==> config.mk <==
export PLATFORM = sky130hd
export DESIGN_NAME = wav_header_parser_sample_extractor_top
export DESIGN_NICKNAME = d
export VERILOG_FILES = /design/src/rtl/wavpcm_pkg.sv /design/src/rtl/wav_header_parser_sample_extractor_top.sv
export VERILOG_INCLUDE_DIRS = /design/src /design/src/rtl
export SDC_FILE = /design/constraint.sdc
export NUM_CORES = 1
export LEC_CHECK = 0
export BUFFER_PORTS_ARGS = -buffer_cell sky130_fd_sc_hd__clkbuf_2
export CAP_MARGIN = 20
export CORE_AREA = 2 2 185 187
export DETAILED_ROUTE_END_ITERATION = 10
export DIE_AREA = 0 0 187 189
export GPL_TIMING_DRIVEN = 0
export PLACE_DENSITY = 0.75
export SKIP_LAST_GASP = 1
export SYNTH_ARGS = -nofsm -noshare
export SYNTH_HDL_FRONTEND = slang
export SYNTH_SLANG_ARGS = --single-unit
==> constraint.sdc <==
create_clock -name clk -period 7.6 [get_ports clk]
set_clock_uncertainty 0.2 [all_clocks]
set_input_delay 0.38 -clock clk [delete_from_list [all_inputs] [get_ports clk]]
set_output_delay 0.38 -clock clk [all_outputs]
set_load 0.03 [all_outputs]
==> src/rtl/wav_header_parser_sample_extractor_top_assert.svh <==
// assertion macros for the wav header parser
`ifndef WAV_HEADER_PARSER_SAMPLE_EXTRACTOR_TOP_ASSERT_SVH
`define WAV_HEADER_PARSER_SAMPLE_EXTRACTOR_TOP_ASSERT_SVH

`ifndef SYNTHESIS

// clocked check, off while reset is asserted
`define WAVPCM_ASSERT(lbl, prop, msg) \
	lbl: assert property (@(posedge clk) disable iff (!arst_n) prop) else $error(msg);

// clocked check that also runs during reset
`define WAVPCM_ASSERT_RST(lbl, prop, msg) \
	lbl: assert property (@(posedge clk) prop) else $error(msg);

`else

`define WAVPCM_ASSERT(lbl, prop, msg)
`define WAVPCM_ASSERT_RST(lbl, prop, msg)

`endif

`endif

==> src/rtl/wavpcm_pkg.sv <==
package wavpcm_pkg;

	// chunk tags as little-endian words
	localparam logic [31:0] TAG_RIFF = 32'h4646_4952;
	localparam logic [31:0] TAG_WAVE = 32'h4556_4157;
	localparam logic [31:0] TAG_FMT  = 32'h2074_6D66;
	localparam logic [31:0] TAG_DATA = 32'h6174_6164;

	// fmt chunk: fields taken from its first twelve bytes
	localparam logic [31:0] FMT_BYTES = 32'd12;
	localparam logic [3:0]  FMT_LAST  = 4'd11;

	// register reset values
	localparam logic [31:0] RATE_RESET     = 32'd44100;
	localparam logic [15:0] CHANNELS_RESET = 16'd2;

	// configuration register indexes
	localparam logic CFG_RATE     = 1'b0;
	localparam logic CFG_CHANNELS = 1'b1;

	typedef enum logic [3:0] {
		PH_RIFF,
		PH_RSIZE,
		PH_WAVE,
		PH_CTAG,
		PH_CLEN,
		PH_FMT,
		PH_SKIP,
		PH_PAD,
		PH_DATA,
		PH_DONE
	} phase_t;

	typedef enum logic [1:0] {
		EV_HEADER,
		EV_SAMPLE,
		EV_ERROR
	} event_t;

	typedef enum logic [1:0] {
		ST_OK,
		ST_BAD_TAG,
		ST_BAD_FMT,
		ST_NO_DATA
	} status_t;

endpackage

==> src/rtl/wav_header_parser_sample_extractor_top.sv <==
// a byte accepted into the input register has its transaction shown on out_valid from the result register
// throughput: one byte per cycle, held up only by backpressure on the output
// rate set by the single parse step between the input register and the result register
// reset: arst_n low clears the pipeline and parser state, registers return to 44100 Hz, 2 ch
// after an error or the last sample every further byte is taken and dropped until reset
`include "wav_header_parser_sample_extractor_top_assert.svh"

module wav_header_parser_sample_extractor_top
	import wavpcm_pkg::*;
(
	input  logic               clk,
	input  logic               arst_n,
	input  logic               cfg_wr_en,
	input  logic               cfg_index,
	input  logic [31:0]        cfg_data,
	input  logic               in_valid,
	output logic               in_ready,
	input  logic [7:0]         data_byte,
	input  logic               end_of_file,
	output logic               out_valid,
	input  logic               out_ready,
	output logic [1:0]         event_res,
	output logic [1:0]         status,
	output logic signed [15:0] sample,
	output logic [31:0]        data_bytes,
	output logic [31:0]        byte_rate,
	output logic               final_sample
);

	// configuration
	logic [31:0] req_rate_q;
	logic [15:0] req_chan_q;

	// input stage
	logic        valid_s1;
	logic [7:0]  byte_s1;
	logic        eof_s1;
	logic        adv;

	// parser state
	phase_t      phase_q, phase_d;
	logic [31:0] cnt_q, cnt_d;
	logic [31:0] tag_q, tag_d;
	logic [31:0] len_q, len_d;
	logic [31:0] rate_q, rate_d;
	logic [15:0] chan_q, chan_d;
	logic [31:0] brate_q, brate_d;
	logic [31:0] remain_q, remain_d;
	logic [7:0]  low_q, low_d;

	// step results
	logic               res_v;
	event_t             res_ev;
	status_t            res_st;
	logic signed [15:0] res_smp;
	logic [31:0]        res_db;
	logic [31:0]        res_br;
	logic               res_fin;

	logic        take_last;
	logic [31:0] full_tag;
	logic [31:0] full_len;
	logic [31:0] skip_len;
	logic [3:0]  fmt_idx;
	logic        skip_done;
	logic        tag_restart;

	// output register
	logic               out_valid_q;
	logic [1:0]         ev_q;
	logic [1:0]         st_q;
	logic signed [15:0] smp_q;
	logic [31:0]        db_q;
	logic [31:0]        br_q;
	logic               fin_q;

	// configuration writes
	always_ff @(posedge clk or negedge arst_n) begin
		if (!arst_n) begin
			req_rate_q <= RATE_RESET;
			req_chan_q <= CHANNELS_RESET;
		end else if (cfg_wr_en) begin
			unique case (cfg_index)
				CFG_RATE:     req_rate_q <= cfg_data;
				CFG_CHANNELS: req_chan_q <= cfg_data[15:0];
				default:      req_rate_q <= req_rate_q;
			endcase
		end
	end

	// pipeline flow
	assign adv      = !out_valid_q || out_ready;
	assign in_ready = !valid_s1 || adv;

	always_ff @(posedge clk or negedge arst_n) begin
		if (!arst_n) begin
			valid_s1 <= 1'b0;
		end else if (in_ready) begin
			valid_s1 <= in_valid;
		end
	end

	always_ff @(posedge clk) begin
		if (in_valid && in_ready) begin
			byte_s1 <= data_byte;
			eof_s1  <= end_of_file;
		end
	end

	// field assembly helpers
	assign take_last = (cnt_q[1:0] == 2'd3);
	assign full_tag  = {byte_s1, tag_q[23:0]};
	assign full_len  = {byte_s1, len_q[23:0]};
	assign fmt_idx   = cnt_q[3:0];
	assign skip_len  = (len_q > FMT_BYTES) ? (len_q - FMT_BYTES) : '0;

	// one parse step per byte
	always_comb begin
		phase_d     = phase_q;
		cnt_d       = cnt_q;
		tag_d       = tag_q;
		len_d       = len_q;
		rate_d      = rate_q;
		chan_d      = chan_q;
		brate_d     = brate_q;
		remain_d    = remain_q;
		low_d       = low_q;
		res_v       = 1'b0;
		res_ev      = EV_ERROR;
		res_st      = ST_OK;
		res_smp     = '0;
		res_db      = '0;
		res_br      = '0;
		res_fin     = 1'b0;
		skip_done   = 1'b0;
		tag_restart = 1'b0;

		unique case (phase_q)
			PH_RIFF: begin
				tag_d[{cnt_q[1:0], 3'b000} +: 8] = byte_s1;
				cnt_d = cnt_q + 32'd1;
				if (take_last) begin
					cnt_d = '0;
					if (full_tag != TAG_RIFF) begin
						phase_d = PH_DONE;
						res_v   = 1'b1;
						res_st  = ST_BAD_TAG;
					end else begin
						len_d   = '0;
						phase_d = PH_RSIZE;
					end
				end
			end
			PH_RSIZE: begin
				len_d[{cnt_q[1:0], 3'b000} +: 8] = byte_s1;
				cnt_d = cnt_q + 32'd1;
				if (take_last) begin
					cnt_d   = '0;
					tag_d   = '0;
					phase_d = PH_WAVE;
				end
			end
			PH_WAVE: begin
				tag_d[{cnt_q[1:0], 3'b000} +: 8] = byte_s1;
				cnt_d = cnt_q + 32'd1;
				if (take_last) begin
					cnt_d = '0;
					if (full_tag != TAG_WAVE) begin
						phase_d = PH_DONE;
						res_v   = 1'b1;
						res_st  = ST_BAD_TAG;
					end else begin
						tag_restart = 1'b1;
					end
				end
			end
			PH_CTAG: begin
				tag_d[{cnt_q[1:0], 3'b000} +: 8] = byte_s1;
				cnt_d = cnt_q + 32'd1;
				if (take_last) begin
					cnt_d   = '0;
					len_d   = '0;
					phase_d = PH_CLEN;
				end
			end
			PH_CLEN: begin
				len_d[{cnt_q[1:0], 3'b000} +: 8] = byte_s1;
				cnt_d = cnt_q + 32'd1;
				if (take_last) begin
					cnt_d = '0;
					if (tag_q == TAG_FMT) begin
						chan_d  = '0;
						rate_d  = '0;
						brate_d = '0;
						phase_d = PH_FMT;
					end else if (tag_q == TAG_DATA) begin
						res_v = 1'b1;
						if (full_len == '0 || brate_q == '0) begin
							phase_d = PH_DONE;
							res_st  = ST_NO_DATA;
						end else begin
							remain_d = full_len;
							phase_d  = (full_len[31:1] == '0 || eof_s1) ? PH_DONE : PH_DATA;
							res_ev   = EV_HEADER;
							res_db   = full_len;
							res_br   = brate_q;
						end
					end else if (full_len == '0) begin
						skip_done = 1'b1;
					end else begin
						cnt_d   = full_len;
						phase_d = PH_SKIP;
					end
				end
			end
			PH_FMT: begin
				// byte 0..1 format tag, 2..3 channels, 4..7 rate, 8..11 byte rate
				if (fmt_idx == 4'd2 || fmt_idx == 4'd3) begin
					chan_d[{fmt_idx[0], 3'b000} +: 8] = byte_s1;
				end else if (fmt_idx[3:2] == 2'b01) begin
					rate_d[{fmt_idx[1:0], 3'b000} +: 8] = byte_s1;
				end else if (fmt_idx[3:2] == 2'b10) begin
					brate_d[{fmt_idx[1:0], 3'b000} +: 8] = byte_s1;
				end
				cnt_d = cnt_q + 32'd1;
				if (fmt_idx == FMT_LAST) begin
					if (rate_q != req_rate_q || chan_q != req_chan_q) begin
						phase_d = PH_DONE;
						res_v   = 1'b1;
						res_st  = ST_BAD_FMT;
					end else if (skip_len == '0) begin
						skip_done = 1'b1;
					end else begin
						cnt_d   = skip_len;
						phase_d = PH_SKIP;
					end
				end
			end
			PH_SKIP: begin
				cnt_d = cnt_q - 32'd1;
				if (cnt_q == 32'd1) begin
					skip_done = 1'b1;
				end
			end
			PH_PAD: begin
				tag_restart = 1'b1;
			end
			PH_DATA: begin
				remain_d = remain_q - 32'd1;
				if (!cnt_q[0]) begin
					low_d = byte_s1;
					cnt_d = 32'd1;
					if (remain_q == 32'd1 || eof_s1) begin
						phase_d = PH_DONE;
					end
				end else begin
					cnt_d   = '0;
					res_v   = 1'b1;
					res_ev  = EV_SAMPLE;
					res_smp = {byte_s1, low_q};
					res_fin = (remain_d[31:1] == '0) || eof_s1;
					if (res_fin) begin
						phase_d = PH_DONE;
					end
				end
			end
			default: begin
				phase_d = PH_DONE;
			end
		endcase

		// end of a skipped chunk: pad byte on odd length, else next tag
		if (skip_done) begin
			if (len_d[0]) begin
				phase_d = PH_PAD;
			end else begin
				tag_restart = 1'b1;
			end
		end
		if (tag_restart) begin
			tag_d   = '0;
			cnt_d   = '0;
			phase_d = PH_CTAG;
		end

		// file ended before the data chunk
		if (eof_s1 && !res_v && phase_d != PH_DONE && phase_d != PH_DATA) begin
			res_v   = 1'b1;
			res_ev  = EV_ERROR;
			res_st  = (phase_d == PH_RIFF || phase_d == PH_RSIZE || phase_d == PH_WAVE) ?
				ST_BAD_TAG : ST_NO_DATA;
			phase_d = PH_DONE;
		end
	end

	// parser state update
	always_ff @(posedge clk or negedge arst_n) begin
		if (!arst_n) begin
			phase_q  <= PH_RIFF;
			cnt_q    <= '0;
			tag_q    <= '0;
			len_q    <= '0;
			rate_q   <= '0;
			chan_q   <= '0;
			brate_q  <= '0;
			remain_q <= '0;
			low_q    <= '0;
		end else if (valid_s1 && adv) begin
			phase_q  <= phase_d;
			cnt_q    <= cnt_d;
			tag_q    <= tag_d;
			len_q    <= len_d;
			rate_q   <= rate_d;
			chan_q   <= chan_d;
			brate_q  <= brate_d;
			remain_q <= remain_d;
			low_q    <= low_d;
		end
	end

	// result register
	always_ff @(posedge clk or negedge arst_n) begin
		if (!arst_n) begin
			out_valid_q <= 1'b0;
		end else if (adv) begin
			out_valid_q <= valid_s1 && res_v;
		end
	end

	always_ff @(posedge clk) begin
		if (adv && valid_s1 && res_v) begin
			ev_q  <= res_ev;
			st_q  <= res_st;
			smp_q <= res_smp;
			db_q  <= res_db;
			br_q  <= res_br;
			fin_q <= res_fin;
		end
	end

	assign out_valid    = out_valid_q;
	assign event_res    = ev_q;
	assign status       = st_q;
	assign sample       = smp_q;
	assign data_bytes   = db_q;
	assign byte_rate    = br_q;
	assign final_sample = fin_q;

	// checks
	`WAVPCM_ASSERT_RST(a_reset_quiet, !arst_n |=> !out_valid_q && !valid_s1, "transaction during reset")
	`WAVPCM_ASSERT(a_done_sticky, phase_q == PH_DONE |=> phase_q == PH_DONE, "parser left done")
	`WAVPCM_ASSERT(a_err_status, out_valid && event_res == EV_ERROR |-> status != ST_OK, "error without status")
	`WAVPCM_ASSERT(a_fin_sample, out_valid && final_sample |-> event_res == EV_SAMPLE, "final flag off sample")

endmodule

==> flow_summary.html, run 1 <==
<table>
<tr><th>Metric</th><th>Value</th></tr>
<tr><th colspan="2">Die</th></tr>
<tr><td>Die footprint</td><td>35,300 sq um</td></tr>
<tr><td>Number of top-level pins</td><td>134</td></tr>
<tr><td>Initial standard-cell utilization of the core</td><td>59.6%</td></tr>
<tr><td>Die Span Y</td><td>189 microns</td></tr>
<tr><td>Core Area</td><td>33,300 sq um</td></tr>
<tr><td>Number of rows created at floorplan</td><td>67</td></tr>
<tr><td>Die X-Extent</td><td>187 microns</td></tr>
<tr><th colspan="2">Yosys</th></tr>
<tr><td>Async set or reset register ratio after synthesis</td><td>74.2%</td></tr>
<tr><td>Sequential share of the synthesized area</td><td>48.3%</td></tr>
<tr><td>Syn_nets</td><td>2,058</td></tr>
<tr><td>Netlist Area Pre-Place</td><td>19,900 sq um</td></tr>
<tr><td>Mapped Cells</td><td>2,000</td></tr>
<tr><td>Flops &amp; latches, synth</td><td>364</td></tr>
<tr><td>Primary flip-flop cell chosen by synthesis mapping</td><td>sky130_fd_sc_hd__dfrtp_1</td></tr>
<tr><td>Warnings, synthesis</td><td>0</td></tr>
<tr><td>Count of cell types in the netlist</td><td>93</td></tr>
<tr><td>Syn_area_per_cell</td><td>9.93 sq um</td></tr>
<tr><td>Number of flops mapped to enable cells by yosys</td><td>94</td></tr>
<tr><th colspan="2">Final layout</th></tr>
<tr><td>Total area of multi-input combinational cells</td><td>9600 sq um</td></tr>
<tr><td>Final #Nets</td><td>2,290</td></tr>
<tr><td>Filler-free cell count of the finished design</td><td>2,712</td></tr>
<tr><td>Count of inserted antenna diode cells</td><td>0</td></tr>
<tr><td>Area growth syn-to-layout</td><td>16.2%</td></tr>
<tr><td>Proportion of layout cells with a drive suffix above 1</td><td>18.6%</td></tr>
<tr><td>FF+latch area</td><td>9590 sq um</td></tr>
<tr><td>Fin area</td><td>23,100 sq um</td></tr>
<tr><td>Fill cell total of the finished layout</td><td>2,557</td></tr>
<tr><th colspan="2">GRT</th></tr>
<tr><td>Global-route usage over all layers</td><td>40.0%</td></tr>
<tr><td>Number of antenna violations at the first check in global routing</td><td>1</td></tr>
<tr><td>Global-route congestion overflow total</td><td>0</td></tr>
<tr><td>Number of global-route vias before repair</td><td>17,567</td></tr>
<tr><td>First-pass GRT wire length</td><td>107 mm</td></tr>
<tr><td>Maximum number of pins on one net before global-route repair</td><td>113</td></tr>
<tr><th colspan="2">Route</th></tr>
<tr><td>Iteration-0 DRC Markers</td><td>2,364</td></tr>
<tr><td>First drt pass iteration count</td><td>6</td></tr>
<tr><td>Total Wirelength</td><td>71.1 mm</td></tr>
<tr><td>Number of antenna-violating nets in the routed design</td><td>0</td></tr>
<tr><td>Wire per inst</td><td>26.2 microns</td></tr>
<tr><td>Total vias in the final route</td><td>18,024</td></tr>
<tr><td>Residual DRC count</td><td>0</td></tr>
<tr><td>Per-cell via count in the routed design</td><td>6.65</td></tr>
<tr><th colspan="2">Power</th></tr>
<tr><td>Clock power frac</td><td>32.1%</td></tr>
<tr><td>Leakage power</td><td>9.64 nW</td></tr>
<tr><td>Total power</td><td>6.29 mW</td></tr>
<tr><td>Proportion of total power due to net switching</td><td>36.3%</td></tr>
<tr><td>Worst supply voltage drop on vdd</td><td>0.000205 V</td></tr>
<tr><td>Share of total power in sequential cells</td><td>38.4%</td></tr>
<tr><td>Net load switching power</td><td>2.28 mW</td></tr>
<tr><td>Power per cell area</td><td>273 nW/um^2</td></tr>
<tr><td>Combinational share of power</td><td>29.5%</td></tr>
<tr><td>Internal power of the cells</td><td>4.00 mW</td></tr>
<tr><th colspan="2">Worst setup path</th></tr>
<tr><td>Data arrival time at the worst-slack endpoint</td><td>5.41 ns</td></tr>
<tr><td>Data required, critical path</td><td>7.82 ns</td></tr>
<tr><td>Worst Setup Start Kind</td><td>flop</td></tr>
<tr><td>Setup CP Type</td><td>reg2reg</td></tr>
<tr><td>CP max FO</td><td>10</td></tr>
<tr><td>Type of destination of the critical path</td><td>flop</td></tr>
<tr><th colspan="2">Clocking</th></tr>
<tr><td>Clock latency at the later pin of the worst-skew pair</td><td>0.56 ns</td></tr>
<tr><td>Cell at the root of the clock tree</td><td>sky130_fd_sc_hd__clkbuf_16</td></tr>
<tr><td>CTS H-Tree Depth</td><td>2</td></tr>
<tr><td>TritonCTS clock tree</td><td>done</td></tr>
<tr><td>CTS buffer count</td><td>40</td></tr>
<tr><td>TritonCTS Sinks</td><td>364</td></tr>
<tr><td>Number of buffers on the longest clock path</td><td>3</td></tr>
<tr><td>Resized Gates After CTS</td><td>0</td></tr>
<tr><td>Clock transition at path regs</td><td>0.06 ns</td></tr>
<tr><th colspan="2">Worst hold path</th></tr>
<tr><td>Worst hold path class</td><td>in2reg</td></tr>
<tr><th colspan="2">Placed design</th></tr>
<tr><td>Half-perimeter wire length after detailed placement</td><td>49.3 mm</td></tr>
<tr><td>Port bufs</td><td>133</td></tr>
<tr><td>Cell Count Post-Placement</td><td>2,591</td></tr>
<tr><td>Cell area after placement</td><td>21,300 sq um</td></tr>
<tr><td>Weighted congestion reported at the end of routability-driven placement</td><td>0.995</td></tr>
<tr><th colspan="2">STA</th></tr>
<tr><td>Peak clock frequency supported by timing</td><td>0.193 GHz</td></tr>
<tr><td>Final Hold Vio Count</td><td>0</td></tr>
<tr><td>Final Critical Period</td><td>5.19 ns</td></tr>
<tr><td>Summed negative setup slack over all endpoints</td><td>0 ns</td></tr>
<tr><td>Final-layout worst hold slack</td><td>0.0302 ns</td></tr>
<tr><td>Final period utilization</td><td>68.2%</td></tr>
<tr><td>Headroom to the max-slew limit</td><td>20.4%</td></tr>
<tr><td>Final setup violation count</td><td>0</td></tr>
<tr><td>Fin. max-slew vios</td><td>0</td></tr>
<tr><td>Setup repair after global routing missed its margin</td><td>no</td></tr>
<tr><td>Worst-margin pin slew</td><td>1.19 ns</td></tr>
<tr><th colspan="2">Status</th></tr>
<tr><td>Outcome</td><td>finished clean</td></tr>
<tr><th colspan="2">Job</th></tr>
<tr><td>Max-Cap Viols</td><td>0</td></tr>
</table>
==> cell usage after synthesis, drive strengths merged, types with 10 or more instances <==
cell	n	area, sq um
xor2	90	788
o21ai	135	679
ha	11	138
nor3	55	280
xnor2	37	324
a22o	50	438
nor2	170	648
or3	23	144
or2	18	115
edfxtp	94	2820
nand2	191	722
nand2b	15	93.8
mux2	122	1370
a211oi	10	80.1
dfrtp	263	6580
a21oi	99	499
and3	29	181
nand3	40	210
or4	14	116
o31ai	17	138
inv	21	78.8
clkbuf	118	445
o22ai	15	93.8
o221ai	16	140
buf	24	156
and2	76	477
o221a	10	113
nor4	54	359
nand4	28	181
a22oi	13	97.6
==> worst max-delay path, stage by stage (launching register included) <==
cell and delay, ns:
sky130_fd_sc_hd__edfxtp_1 0.37, sky130_fd_sc_hd__clkbuf_1 0.43, sky130_fd_sc_hd__nor4_1 0.91, sky130_fd_sc_hd__nand4_1 0.21
sky130_fd_sc_hd__nor3_1 0.46, sky130_fd_sc_hd__or3b_2 0.50, sky130_fd_sc_hd__a21oi_1 0.45, sky130_fd_sc_hd__a211oi_1 0.19
sky130_fd_sc_hd__buf_2 0.24, sky130_fd_sc_hd__inv_1 0.30, sky130_fd_sc_hd__nand3_2 0.28, sky130_fd_sc_hd__buf_2 0.33
sky130_fd_sc_hd__nand2_1 0.09, sky130_fd_sc_hd__o21ai_0 0.08
==> cell usage in the layout (no fill, tap or decap), types with 28 or more instances in the layout <==
cell type                       synthesis  layout
sky130_fd_sc_hd__nand3_1               38      38
sky130_fd_sc_hd__a21oi_1               98      98
sky130_fd_sc_hd__clkbuf_2               2     134
sky130_fd_sc_hd__and2_1                75      75
sky130_fd_sc_hd__xnor2_1               37      37
sky130_fd_sc_hd__dfrtp_1              263     263
sky130_fd_sc_hd__mux2_2               122     122
sky130_fd_sc_hd__o21ai_0              106     106
sky130_fd_sc_hd__clkbuf_1             116     126
sky130_fd_sc_hd__nor3_1                54      53
sky130_fd_sc_hd__xor2_1                90      90
sky130_fd_sc_hd__nor2_1               168     168
sky130_fd_sc_hd__o21ai_1               28      28
sky130_fd_sc_hd__a22o_1                50      50
sky130_fd_sc_hd__clkbuf_16              0      40
sky130_fd_sc_hd__dlygate4sd3_1          0      44
sky130_fd_sc_hd__edfxtp_1              94      94
sky130_fd_sc_hd__nor4_1                52      51
sky130_fd_sc_hd__nand2_1              189     189
sky130_fd_sc_hd__and3_1                29      29
==> power by group through the flow <==
stage / logic (mW) / registers (mW) / clock network [mW]
floorplan: 1.16 / 2.43 / 0
global placement: 1.72 / 2.44 / 0
detailed placement: 1.75 / 2.44 / 0
CTS: 1.78 / 2.40 / 2.00
global route: 1.97 / 2.44 / 2.09
finish: 1.86 / 2.41 / 2.02
==> sequential cells by signal, summed over array words and instances, names as in the netlist, 2 cells and up <==
signal	flops
event_res	2
remain_q	32
req_chan_q	16
len_q	32
byte_s1	8
status	2
chan_q	16
sample	16
tag_q	32
brate_q	32
byte_rate	32
req_rate_q	32
cnt_q	32
low_q	8
phase_q	4
rate_q	32
data_bytes	32
==> final timing paths <==
check / endpoint / start / slack [ns] / cells after the start
setup / recovery: tag_q[28] / byte_s1[4] / 2.41 / 13
hold / removal: out_valid / out_ready / 0.03 / 3
setup reg to reg: tag_q[28] / byte_s1[4] / 2.41 / 13
hold reg to reg: tag_q[31] / tag_q[31] / 0.29 / 2
max in group asynchronous: brate_q[2] / arst_n / 5.96 / 3
min in group asynchronous: remain_q[3] / arst_n / 0.19 / 2
==> layout make-up <==
cell class	count	share of cell area (%)
timing repair buffer	190	5.57
sequential	364	41.6
buffer	142	2.61
multi-input combinational	1471	41.6
inverter	23	0.374
clock buffer	54	4.74
tap	448	2.43
clock inverter	20	1.08
==> per-stage QoR <==
| step | utilization (%) | worst slack (ns) |
|---|---|---|
| after floorplan | - | 0.773 |
| after global placement | 63.3 | -1.91 |
| after detailed placement | 63.9 | 2.73 |
| after CTS | 69.2 | 2.69 |
| after global routing | 69.3 | 2.33 |
| final | 69.3 | 2.41 |
==> logic make-up after synthesis <==
kind of cell	Yosys count	share of synthesized area [%]
flip-flops	364	48.3
multiplexers	125	7.07
AND/OR/NAND/NOR	757	19.6
XOR/XNOR	127	5.60
buffers and inverters	165	3.47
AO/OA/AOI/OAI	451	15.3
adder cells (fa/ha/maj)	11	0.693
==> what timing repair did <==
item / 4_1_cts / 5_1_grt
hold buffers: 44 / 0
endpoints found under the hold margin: 117 / 0
setup buffers: 0 / 0
==> layer usage <==
metal	global-route usage, %	wire (microns)
met4	24.4	5060
met5	0	48
met3	8.27	6840
met1	51.5	27100
met2	62.6	32100
(Power assumes the default switching activity.)
==> run 2, diff against run 1 <==
--- a/config.mk
+++ b/config.mk
@@ -8,11 +8,11 @@
 export LEC_CHECK = 0
 export BUFFER_PORTS_ARGS = -buffer_cell sky130_fd_sc_hd__clkbuf_2
 export CAP_MARGIN = 20
-export CORE_AREA = 2 2 185 187
+export CORE_AREA = 2 2 193 195
 export DETAILED_ROUTE_END_ITERATION = 10
-export DIE_AREA = 0 0 187 189
+export DIE_AREA = 0 0 195 197
 export GPL_TIMING_DRIVEN = 0
-export PLACE_DENSITY = 0.75
+export PLACE_DENSITY = 0.72
 export SKIP_LAST_GASP = 1
 export SYNTH_ARGS = -nofsm -noshare
 export SYNTH_HDL_FRONTEND = slang
==> constraint.sdc (replaced) <==
create_clock -name clk -period 4.2 [get_ports clk]
set_clock_uncertainty 0.2 [all_clocks]
set_input_delay 0.21 -clock clk [delete_from_list [all_inputs] [get_ports clk]]
set_output_delay 0.21 -clock clk [all_outputs]
set_load 0.03 [all_outputs]
==> flow_summary.html, run 2 (same netlist as run 1, synthesis figures left out) <==
<table>
<tr><th>Metric</th><th>Value</th></tr>
<tr><th colspan="2">Status</th></tr>
<tr><td>Outcome</td><td>finished clean</td></tr>
<tr><th colspan="2">Final layout</th></tr>
<tr><td>Count of inserted antenna diode cells</td><td>0</td></tr>
<tr><td>Most common cell after layout, fill and taps aside</td><td>sky130_fd_sc_hd__dfrtp_1</td></tr>
<tr><td>Filler-free cell count of the finished design</td><td>2,734</td></tr>
<tr><td>Commonest non-fill, non-tap cells in the layout</td><td>sky130_fd_sc_hd__dfrtp_1 (261), sky130_fd_sc_hd__nand2_1 (189), sky130_fd_sc_hd__nor2_1 (163)</td></tr>
<tr><td>Final #Nets</td><td>2,293</td></tr>
<tr><td>Final Util</td><td>65.0%</td></tr>
<tr><td>Area growth syn-to-layout</td><td>18.7%</td></tr>
<tr><td>Proportion of layout cells with a drive suffix above 1</td><td>21.2%</td></tr>
<tr><th colspan="2">Worst setup path</th></tr>
<tr><td>Data required, critical path</td><td>4.44 ns</td></tr>
<tr><td>Setup CP Type</td><td>reg2reg</td></tr>
<tr><td>Number of cells traversed by the worst register-to-register path</td><td>12</td></tr>
<tr><td>Type of destination of the critical path</td><td>flop</td></tr>
<tr><td>Worst Setup Start Kind</td><td>flop</td></tr>
<tr><td>Data arrival time at the worst-slack endpoint</td><td>4.44 ns</td></tr>
<tr><td>CP max FO</td><td>10</td></tr>
<tr><th colspan="2">Clocking</th></tr>
<tr><td>Number of buffers on the longest clock path</td><td>3</td></tr>
<tr><td>Clock transition at path regs</td><td>0.07 ns</td></tr>
<tr><td>TritonCTS clock tree</td><td>done</td></tr>
<tr><td>Cell at the root of the clock tree</td><td>sky130_fd_sc_hd__clkbuf_16</td></tr>
<tr><td>TritonCTS Sinks</td><td>364</td></tr>
<tr><td>Clock latency at the later pin of the worst-skew pair</td><td>0.59 ns</td></tr>
<tr><td>CTS H-Tree Depth</td><td>2</td></tr>
<tr><td>CTS buffer count</td><td>40</td></tr>
<tr><th colspan="2">Route</th></tr>
<tr><td>Wire per inst</td><td>25.9 microns</td></tr>
<tr><td>Per-cell via count in the routed design</td><td>6.48</td></tr>
<tr><td>Iteration-0 DRC Markers</td><td>1,934</td></tr>
<tr><td>Residual DRC count</td><td>0</td></tr>
<tr><td>Number of antenna-violating nets in the routed design</td><td>0</td></tr>
<tr><td>First drt pass iteration count</td><td>6</td></tr>
<tr><td>Total Wirelength</td><td>70.9 mm</td></tr>
<tr><td>Total vias in the final route</td><td>17,722</td></tr>
<tr><th colspan="2">STA</th></tr>
<tr><td>Final Hold Vio Count</td><td>0</td></tr>
<tr><td>Final Critical Period</td><td>4.20 ns</td></tr>
<tr><td>Final-layout worst hold slack</td><td>0.0287 ns</td></tr>
<tr><td>Worst-margin pin slew</td><td>1.28 ns</td></tr>
<tr><td>Setup repair after global routing missed its margin</td><td>yes</td></tr>
<tr><td>Fin. max-slew vios</td><td>0</td></tr>
<tr><td>Peak clock frequency supported by timing</td><td>0.238 GHz</td></tr>
<tr><td>Final Worst Setup Slack</td><td>0.000895 ns</td></tr>
<tr><td>Headroom to the max-slew limit</td><td>14.6%</td></tr>
<tr><td>Final period utilization</td><td>100%</td></tr>
<tr><td>Final setup violation count</td><td>0</td></tr>
<tr><th colspan="2">GRT</th></tr>
<tr><td>Number of global-route vias before repair</td><td>17,340</td></tr>
<tr><td>Global-route usage over all layers</td><td>37.3%</td></tr>
<tr><td>Maximum number of pins on one net before global-route repair</td><td>114</td></tr>
<tr><td>First-pass GRT wire length</td><td>108 mm</td></tr>
<tr><td>Number of antenna violations at the first check in global routing</td><td>1</td></tr>
<tr><td>Global-route congestion overflow total</td><td>0</td></tr>
<tr><th colspan="2">Die</th></tr>
<tr><td>Die footprint</td><td>38,400 sq um</td></tr>
<tr><td>Die X-Extent</td><td>195 microns</td></tr>
<tr><td>Number of rows created at floorplan</td><td>70</td></tr>
<tr><td>Initial standard-cell utilization of the core</td><td>54.7%</td></tr>
<tr><td>Core Area</td><td>36,300 sq um</td></tr>
<tr><td>Die Span Y</td><td>197 microns</td></tr>
<tr><td>Number of top-level pins</td><td>134</td></tr>
<tr><th colspan="2">Placed design</th></tr>
<tr><td>Post-Place Worst Slack</td><td>-0.720 ns</td></tr>
<tr><td>Port bufs</td><td>133</td></tr>
<tr><td>Weighted congestion reported at the end of routability-driven placement</td><td>1.00</td></tr>
<tr><td>Half-perimeter wire length after detailed placement</td><td>49.9 mm</td></tr>
<tr><td>Cell Count Post-Placement</td><td>2,611</td></tr>
<tr><th colspan="2">Job</th></tr>
<tr><td>Max-Cap Viols</td><td>0</td></tr>
<tr><th colspan="2">Power</th></tr>
<tr><td>Power per cell area</td><td>504 nW/um^2</td></tr>
<tr><td>Leakage power</td><td>9.84 nW</td></tr>
<tr><td>Worst supply voltage drop on vdd</td><td>0.000404 V</td></tr>
<tr><th colspan="2">Worst hold path</th></tr>
<tr><td>Worst hold path class</td><td>in2async</td></tr>
</table>
-- run 2: metal layers --
layer  GRT usage [%]  routed length, microns
met5               0                      13
met4            18.9                    3620
met3            6.95                    6110
met2            58.1                   32400
met1            50.2                   28800
-- run 2: cell type report --
type	count	area (sq um)
Fill cell	2932	12700
Multi-Input combinational cell	1471	9820
Sequential cell	364	9590
Timing Repair Buffer	207	1410
Clock buffer	42	1020
Tap cell	468	586
Buffer	128	569
Clock inverter	31	474
Inverter	23	86.3
-- run 2: repair_timing --
action / CTS / global route
endpoints found under the setup margin: 135 / 130
endpoints found under the hold margin: 141 / 0
resized for setup: 25 / 34
hold buffers: 45 / 0
setup buffers: 4 / 14
pin swaps: 4 / 3
-- run 2: final timing paths --
check                                from  slack, ns       endpoint
worst max register to register   len_q[8]     0.0009       cnt_q[3]
worst min-delay path               arst_n       0.03   remain_q[12]
max in group asynchronous          arst_n       2.32  req_rate_q[1]
worst min register to register  tag_q[18]       0.28      tag_q[18]
min in group clk                cfg_index       0.03  req_chan_q[5]
worst max-delay path             len_q[8]     0.0009       cnt_q[3]
-- run 2: critical path, cell delays in order, from the launching register on --
cell,delay (ns)
sky130_fd_sc_hd__dfrtp_1,0.41
sky130_fd_sc_hd__clkbuf_1,0.32
sky130_fd_sc_hd__a2111oi_2,0.51
sky130_fd_sc_hd__nand3_1,0.16
sky130_fd_sc_hd__xor2_1,0.36
sky130_fd_sc_hd__nand4_1,0.26
sky130_fd_sc_hd__or4_4,0.58
sky130_fd_sc_hd__nor2_4,0.20
sky130_fd_sc_hd__nor2_2,0.15
sky130_fd_sc_hd__buf_2,0.29
sky130_fd_sc_hd__o221ai_1,0.19
sky130_fd_sc_hd__o21ai_1,0.09
sky130_fd_sc_hd__o31ai_1,0.31
-- run 2: stage by stage --
| step | cell area, sq um | setup TNS [ns] | total power, mW |
|---|---|---|---|
| after floorplan | 19900 | 0 | 6.51 |
| after global placement | 21100 | -973.82 | 7.57 |
| final | 23600 | 0 | 11.9 |
| after detailed placement | 21300 | -32.39 | 7.62 |
| after CTS | 23300 | -0.00668 | 11.7 |
| after global routing | 23600 | -0.149 | 12.3 |
-- run 2: where the power goes --
| group | switching [mW] | internal, mW | total, mW |
|---|---|---|---|
| Combinational | 2.26 | 1.15 | 3.41 |
| Clock | 1.59 | 2.46 | 4.06 |
| Sequential | 0.374 | 4.02 | 4.40 |
==> run 3, diff against run 2 <==
--- a/config.mk
+++ b/config.mk
@@ -8,9 +8,9 @@
 export LEC_CHECK = 0
 export BUFFER_PORTS_ARGS = -buffer_cell sky130_fd_sc_hd__clkbuf_2
 export CAP_MARGIN = 20
-export CORE_AREA = 2 2 193 195
+export CORE_AREA = 4 4 251 155
 export DETAILED_ROUTE_END_ITERATION = 10
-export DIE_AREA = 0 0 195 197
+export DIE_AREA = 0 0 255 159
 export GPL_TIMING_DRIVEN = 0
 export PLACE_DENSITY = 0.72
 export SKIP_LAST_GASP = 1
==> flow_summary.html, run 3 (same netlist as run 1, synthesis figures left out) <==
<table>
<tr><th>Metric</th><th>Value</th></tr>
<tr><th colspan="2">Final layout</th></tr>
<tr><td>Proportion of layout cells with a drive suffix above 1</td><td>20.8%</td></tr>
<tr><td>Final #Nets</td><td>2,292</td></tr>
<tr><td>Total area of multi-input combinational cells</td><td>9870 sq um</td></tr>
<tr><td>FF+latch area</td><td>9590 sq um</td></tr>
<tr><td>Most common cell after layout, fill and taps aside</td><td>sky130_fd_sc_hd__dfrtp_1</td></tr>
<tr><td>Area growth syn-to-layout</td><td>18.0%</td></tr>
<tr><td>Commonest non-fill, non-tap cells in the layout</td><td>sky130_fd_sc_hd__dfrtp_1 (260), sky130_fd_sc_hd__nand2_1 (189), sky130_fd_sc_hd__nor2_1 (164)</td></tr>
<tr><td>Fill cell total of the finished layout</td><td>2,935</td></tr>
<tr><th colspan="2">STA</th></tr>
<tr><td>Final Hold Vio Count</td><td>0</td></tr>
<tr><td>Summed negative setup slack over all endpoints</td><td>-0.108 ns</td></tr>
<tr><td>Final period utilization</td><td>102%</td></tr>
<tr><td>Peak clock frequency supported by timing</td><td>0.233 GHz</td></tr>
<tr><td>Final Critical Period</td><td>4.29 ns</td></tr>
<tr><td>Final setup violation count</td><td>2</td></tr>
<tr><td>Setup repair after global routing missed its margin</td><td>yes</td></tr>
<tr><td>Fin. max-slew vios</td><td>0</td></tr>
<tr><td>Worst-margin pin slew</td><td>1.22 ns</td></tr>
<tr><td>Headroom to the max-slew limit</td><td>18.3%</td></tr>
<tr><td>Final Worst Setup Slack</td><td>-0.0893 ns</td></tr>
<tr><th colspan="2">Clocking</th></tr>
<tr><td>CTS buffer count</td><td>37</td></tr>
<tr><td>Clock transition at path regs</td><td>0.07 ns</td></tr>
<tr><td>CTS H-Tree Depth</td><td>2</td></tr>
<tr><td>TritonCTS clock tree</td><td>done</td></tr>
<tr><td>Cell at the root of the clock tree</td><td>sky130_fd_sc_hd__clkbuf_16</td></tr>
<tr><td>Number of buffers on the longest clock path</td><td>3</td></tr>
<tr><td>TritonCTS Sinks</td><td>364</td></tr>
<tr><td>Clock latency at the later pin of the worst-skew pair</td><td>0.56 ns</td></tr>
<tr><th colspan="2">GRT</th></tr>
<tr><td>Global-route usage over all layers</td><td>37.4%</td></tr>
<tr><td>Number of antenna violations at the first check in global routing</td><td>4</td></tr>
<tr><td>Maximum number of pins on one net before global-route repair</td><td>95</td></tr>
<tr><td>Number of global-route vias before repair</td><td>17,377</td></tr>
<tr><td>Global-route congestion overflow total</td><td>0</td></tr>
<tr><td>First-pass GRT wire length</td><td>114 mm</td></tr>
<tr><th colspan="2">Route</th></tr>
<tr><td>Total Wirelength</td><td>77.1 mm</td></tr>
<tr><td>Number of antenna-violating nets in the routed design</td><td>0</td></tr>
<tr><td>First drt pass iteration count</td><td>5</td></tr>
<tr><td>Iteration-0 DRC Markers</td><td>2,535</td></tr>
<tr><td>Per-cell via count in the routed design</td><td>6.67</td></tr>
<tr><td>Total vias in the final route</td><td>18,303</td></tr>
<tr><td>Residual DRC count</td><td>0</td></tr>
<tr><td>Wire per inst</td><td>28.1 microns</td></tr>
<tr><th colspan="2">Die</th></tr>
<tr><td>Core Area</td><td>36,200 sq um</td></tr>
<tr><td>Number of top-level pins</td><td>134</td></tr>
<tr><td>Number of rows created at floorplan</td><td>54</td></tr>
<tr><td>Die X-Extent</td><td>255 microns</td></tr>
<tr><td>Die Span Y</td><td>159 microns</td></tr>
<tr><td>Initial standard-cell utilization of the core</td><td>54.8%</td></tr>
<tr><td>Die footprint</td><td>40,500 sq um</td></tr>
<tr><th colspan="2">Placed design</th></tr>
<tr><td>Weighted congestion reported at the end of routability-driven placement</td><td>1.09</td></tr>
<tr><td>Half-perimeter wire length after detailed placement</td><td>55.9 mm</td></tr>
<tr><td>Port bufs</td><td>133</td></tr>
<tr><th colspan="2">Status</th></tr>
<tr><td>Violations in the final reports</td><td>setup timing</td></tr>
<tr><td>Outcome</td><td>complete, but fails checks</td></tr>
<tr><th colspan="2">Worst setup path</th></tr>
<tr><td>Startpoint of the worst register-to-register path</td><td>cnt_q[0]</td></tr>
<tr><td>Cell family contributing the most delay on the critical path</td><td>buffers and inverters</td></tr>
<tr><td>Type of destination of the critical path</td><td>flop</td></tr>
<tr><td>CP max FO</td><td>12</td></tr>
<tr><td>Worst path cell trace</td><td>clkbuf_1 -&gt; inv_4 -&gt; ha_2 -&gt; inv_1 -&gt; or3_1 -&gt; nor2_1 -&gt; a22oi_2 -&gt; o2111ai_2 -&gt; nand2_2 -&gt; buf_8 -&gt; buf_6 -&gt; nor2_1 -&gt; a21oi_1 -&gt; o211ai_1</td></tr>
<tr><td>CP max stage delay</td><td>0.51 ns</td></tr>
<tr><td>Data arrival time at the worst-slack endpoint</td><td>4.36 ns</td></tr>
<tr><td>Worst Setup Start Kind</td><td>flop</td></tr>
<tr><td>Capture instance of the worst register-to-register path</td><td>status[1]</td></tr>
<tr><td>Setup CP Type</td><td>reg2reg</td></tr>
<tr><td>Number of cells traversed by the worst register-to-register path</td><td>14</td></tr>
<tr><td>Library cell contributing the largest single delay on the critical path</td><td>sky130_fd_sc_hd__clkbuf_1</td></tr>
<tr><td>Critical path startpoint</td><td>cnt_q[0]</td></tr>
<tr><td>Data required, critical path</td><td>4.28 ns</td></tr>
<tr><td>Crit-path most repeated cell</td><td>sky130_fd_sc_hd__nor2_1</td></tr>
<tr><td>Buffering stage count on the worst path with inverters included</td><td>5</td></tr>
<tr><td>Worst-case register-to-register setup slack</td><td>-0.09 ns</td></tr>
<tr><th colspan="2">Power</th></tr>
<tr><td>Leakage power</td><td>9.74 nW</td></tr>
<tr><td>Total power</td><td>11.5 mW</td></tr>
<tr><td>Power per cell area</td><td>489 nW/um^2</td></tr>
<tr><td>Worst supply voltage drop on vdd</td><td>0.000390 V</td></tr>
<tr><th colspan="2">Worst hold path</th></tr>
<tr><td>Worst hold path class</td><td>in2async</td></tr>
<tr><th colspan="2">Job</th></tr>
<tr><td>Max-Cap Viols</td><td>0</td></tr>
</table>
-- run 3: worst register-to-register path, cell delays in order, from the launching register on --
cell and delay [ns]:
sky130_fd_sc_hd__dfrtp_1 0.41, sky130_fd_sc_hd__clkbuf_1 0.51, sky130_fd_sc_hd__inv_4 0.21, sky130_fd_sc_hd__ha_2 0.32, sky130_fd_sc_hd__inv_1 0.28, sky130_fd_sc_hd__or3_1 0.21, sky130_fd_sc_hd__nor2_1 0.07, sky130_fd_sc_hd__a22oi_2 0.46
sky130_fd_sc_hd__o2111ai_2 0.30, sky130_fd_sc_hd__nand2_2 0.23, sky130_fd_sc_hd__buf_8 0.21, sky130_fd_sc_hd__buf_6 0.21, sky130_fd_sc_hd__nor2_1 0.07, sky130_fd_sc_hd__a21oi_1 0.17, sky130_fd_sc_hd__o211ai_1 0.14
-- run 3: area by class of cell --
type | instances | area share (%)
repair buffers | 209 | 6.14
clock inverters | 16 | 0.940
well taps | 476 | 2.54
clock buffers | 52 | 4.41
inverters | 23 | 0.379
flip-flops and latches | 364 | 40.9
plain buffers | 128 | 2.48
diodes | 6 | 0.0641
multi-input cells | 1471 | 42.1
-- run 3: timing repair --
action                                  CTS  global route
pin swaps                                 5             6
endpoints found under the setup margin  182           118
hold buffers                             46             0
gates resized for setup                  34            36
setup buffers                            13             5
hold endpoints to repair                148             0
-- run 3: metrics by stage --
stage               area (sq um)  setup slack (ns)  std cells  util (%)  hold WS, ns
finish                     23400           -0.0893       2745      64.7       0.0546
global route               23400            -0.160       2741      64.7       0.0920
CTS                        23300          -0.00814       2737      64.2       0.0574
detailed placement         21300            -0.833       2619      58.8        0.121
global placement           21100             -3.15       2609      58.3        0.189
floorplan                  19900             0.264       2000         -       -0.286
-- run 3: how the worst max path moves through the flow --
| stage | to | slack, ns | depth (start not counted) |
|---|---|---|---|
| final | status[1] | -0.09 | 14 |
| after global routing | status[1] | -0.16 | 10 |
| after global placement | req_chan_q[8] | -3.15 | 1 |
| after CTS | rate_q[31] | -0.008 | 8 |
| after detailed placement | tag_q[29] | -0.83 | 14 |
| after floorplan | byte_rate[0] | 0.26 | 6 |
-- run 3: report_power, final --
group / total [mW] / leakage (nW) / internal, mW / switching [mW]
Clock: 3.53 / 0.603 / 2.00 / 1.53
Combinational: 3.53 / 4.75 / 1.17 / 2.36
Sequential: 4.41 / 4.38 / 4.02 / 0.388
-- run 3: per-layer routing --
metal | part of all wire [%] | wire [microns] | global-route usage [%]
met1 | 44 | 34100 | 59.6
met2 | 37 | 28800 | 46.1
met5 | 0 | 0 | 0
met3 | 16 | 12000 | 15.0
met4 | 2.7 | 2070 | 10.0
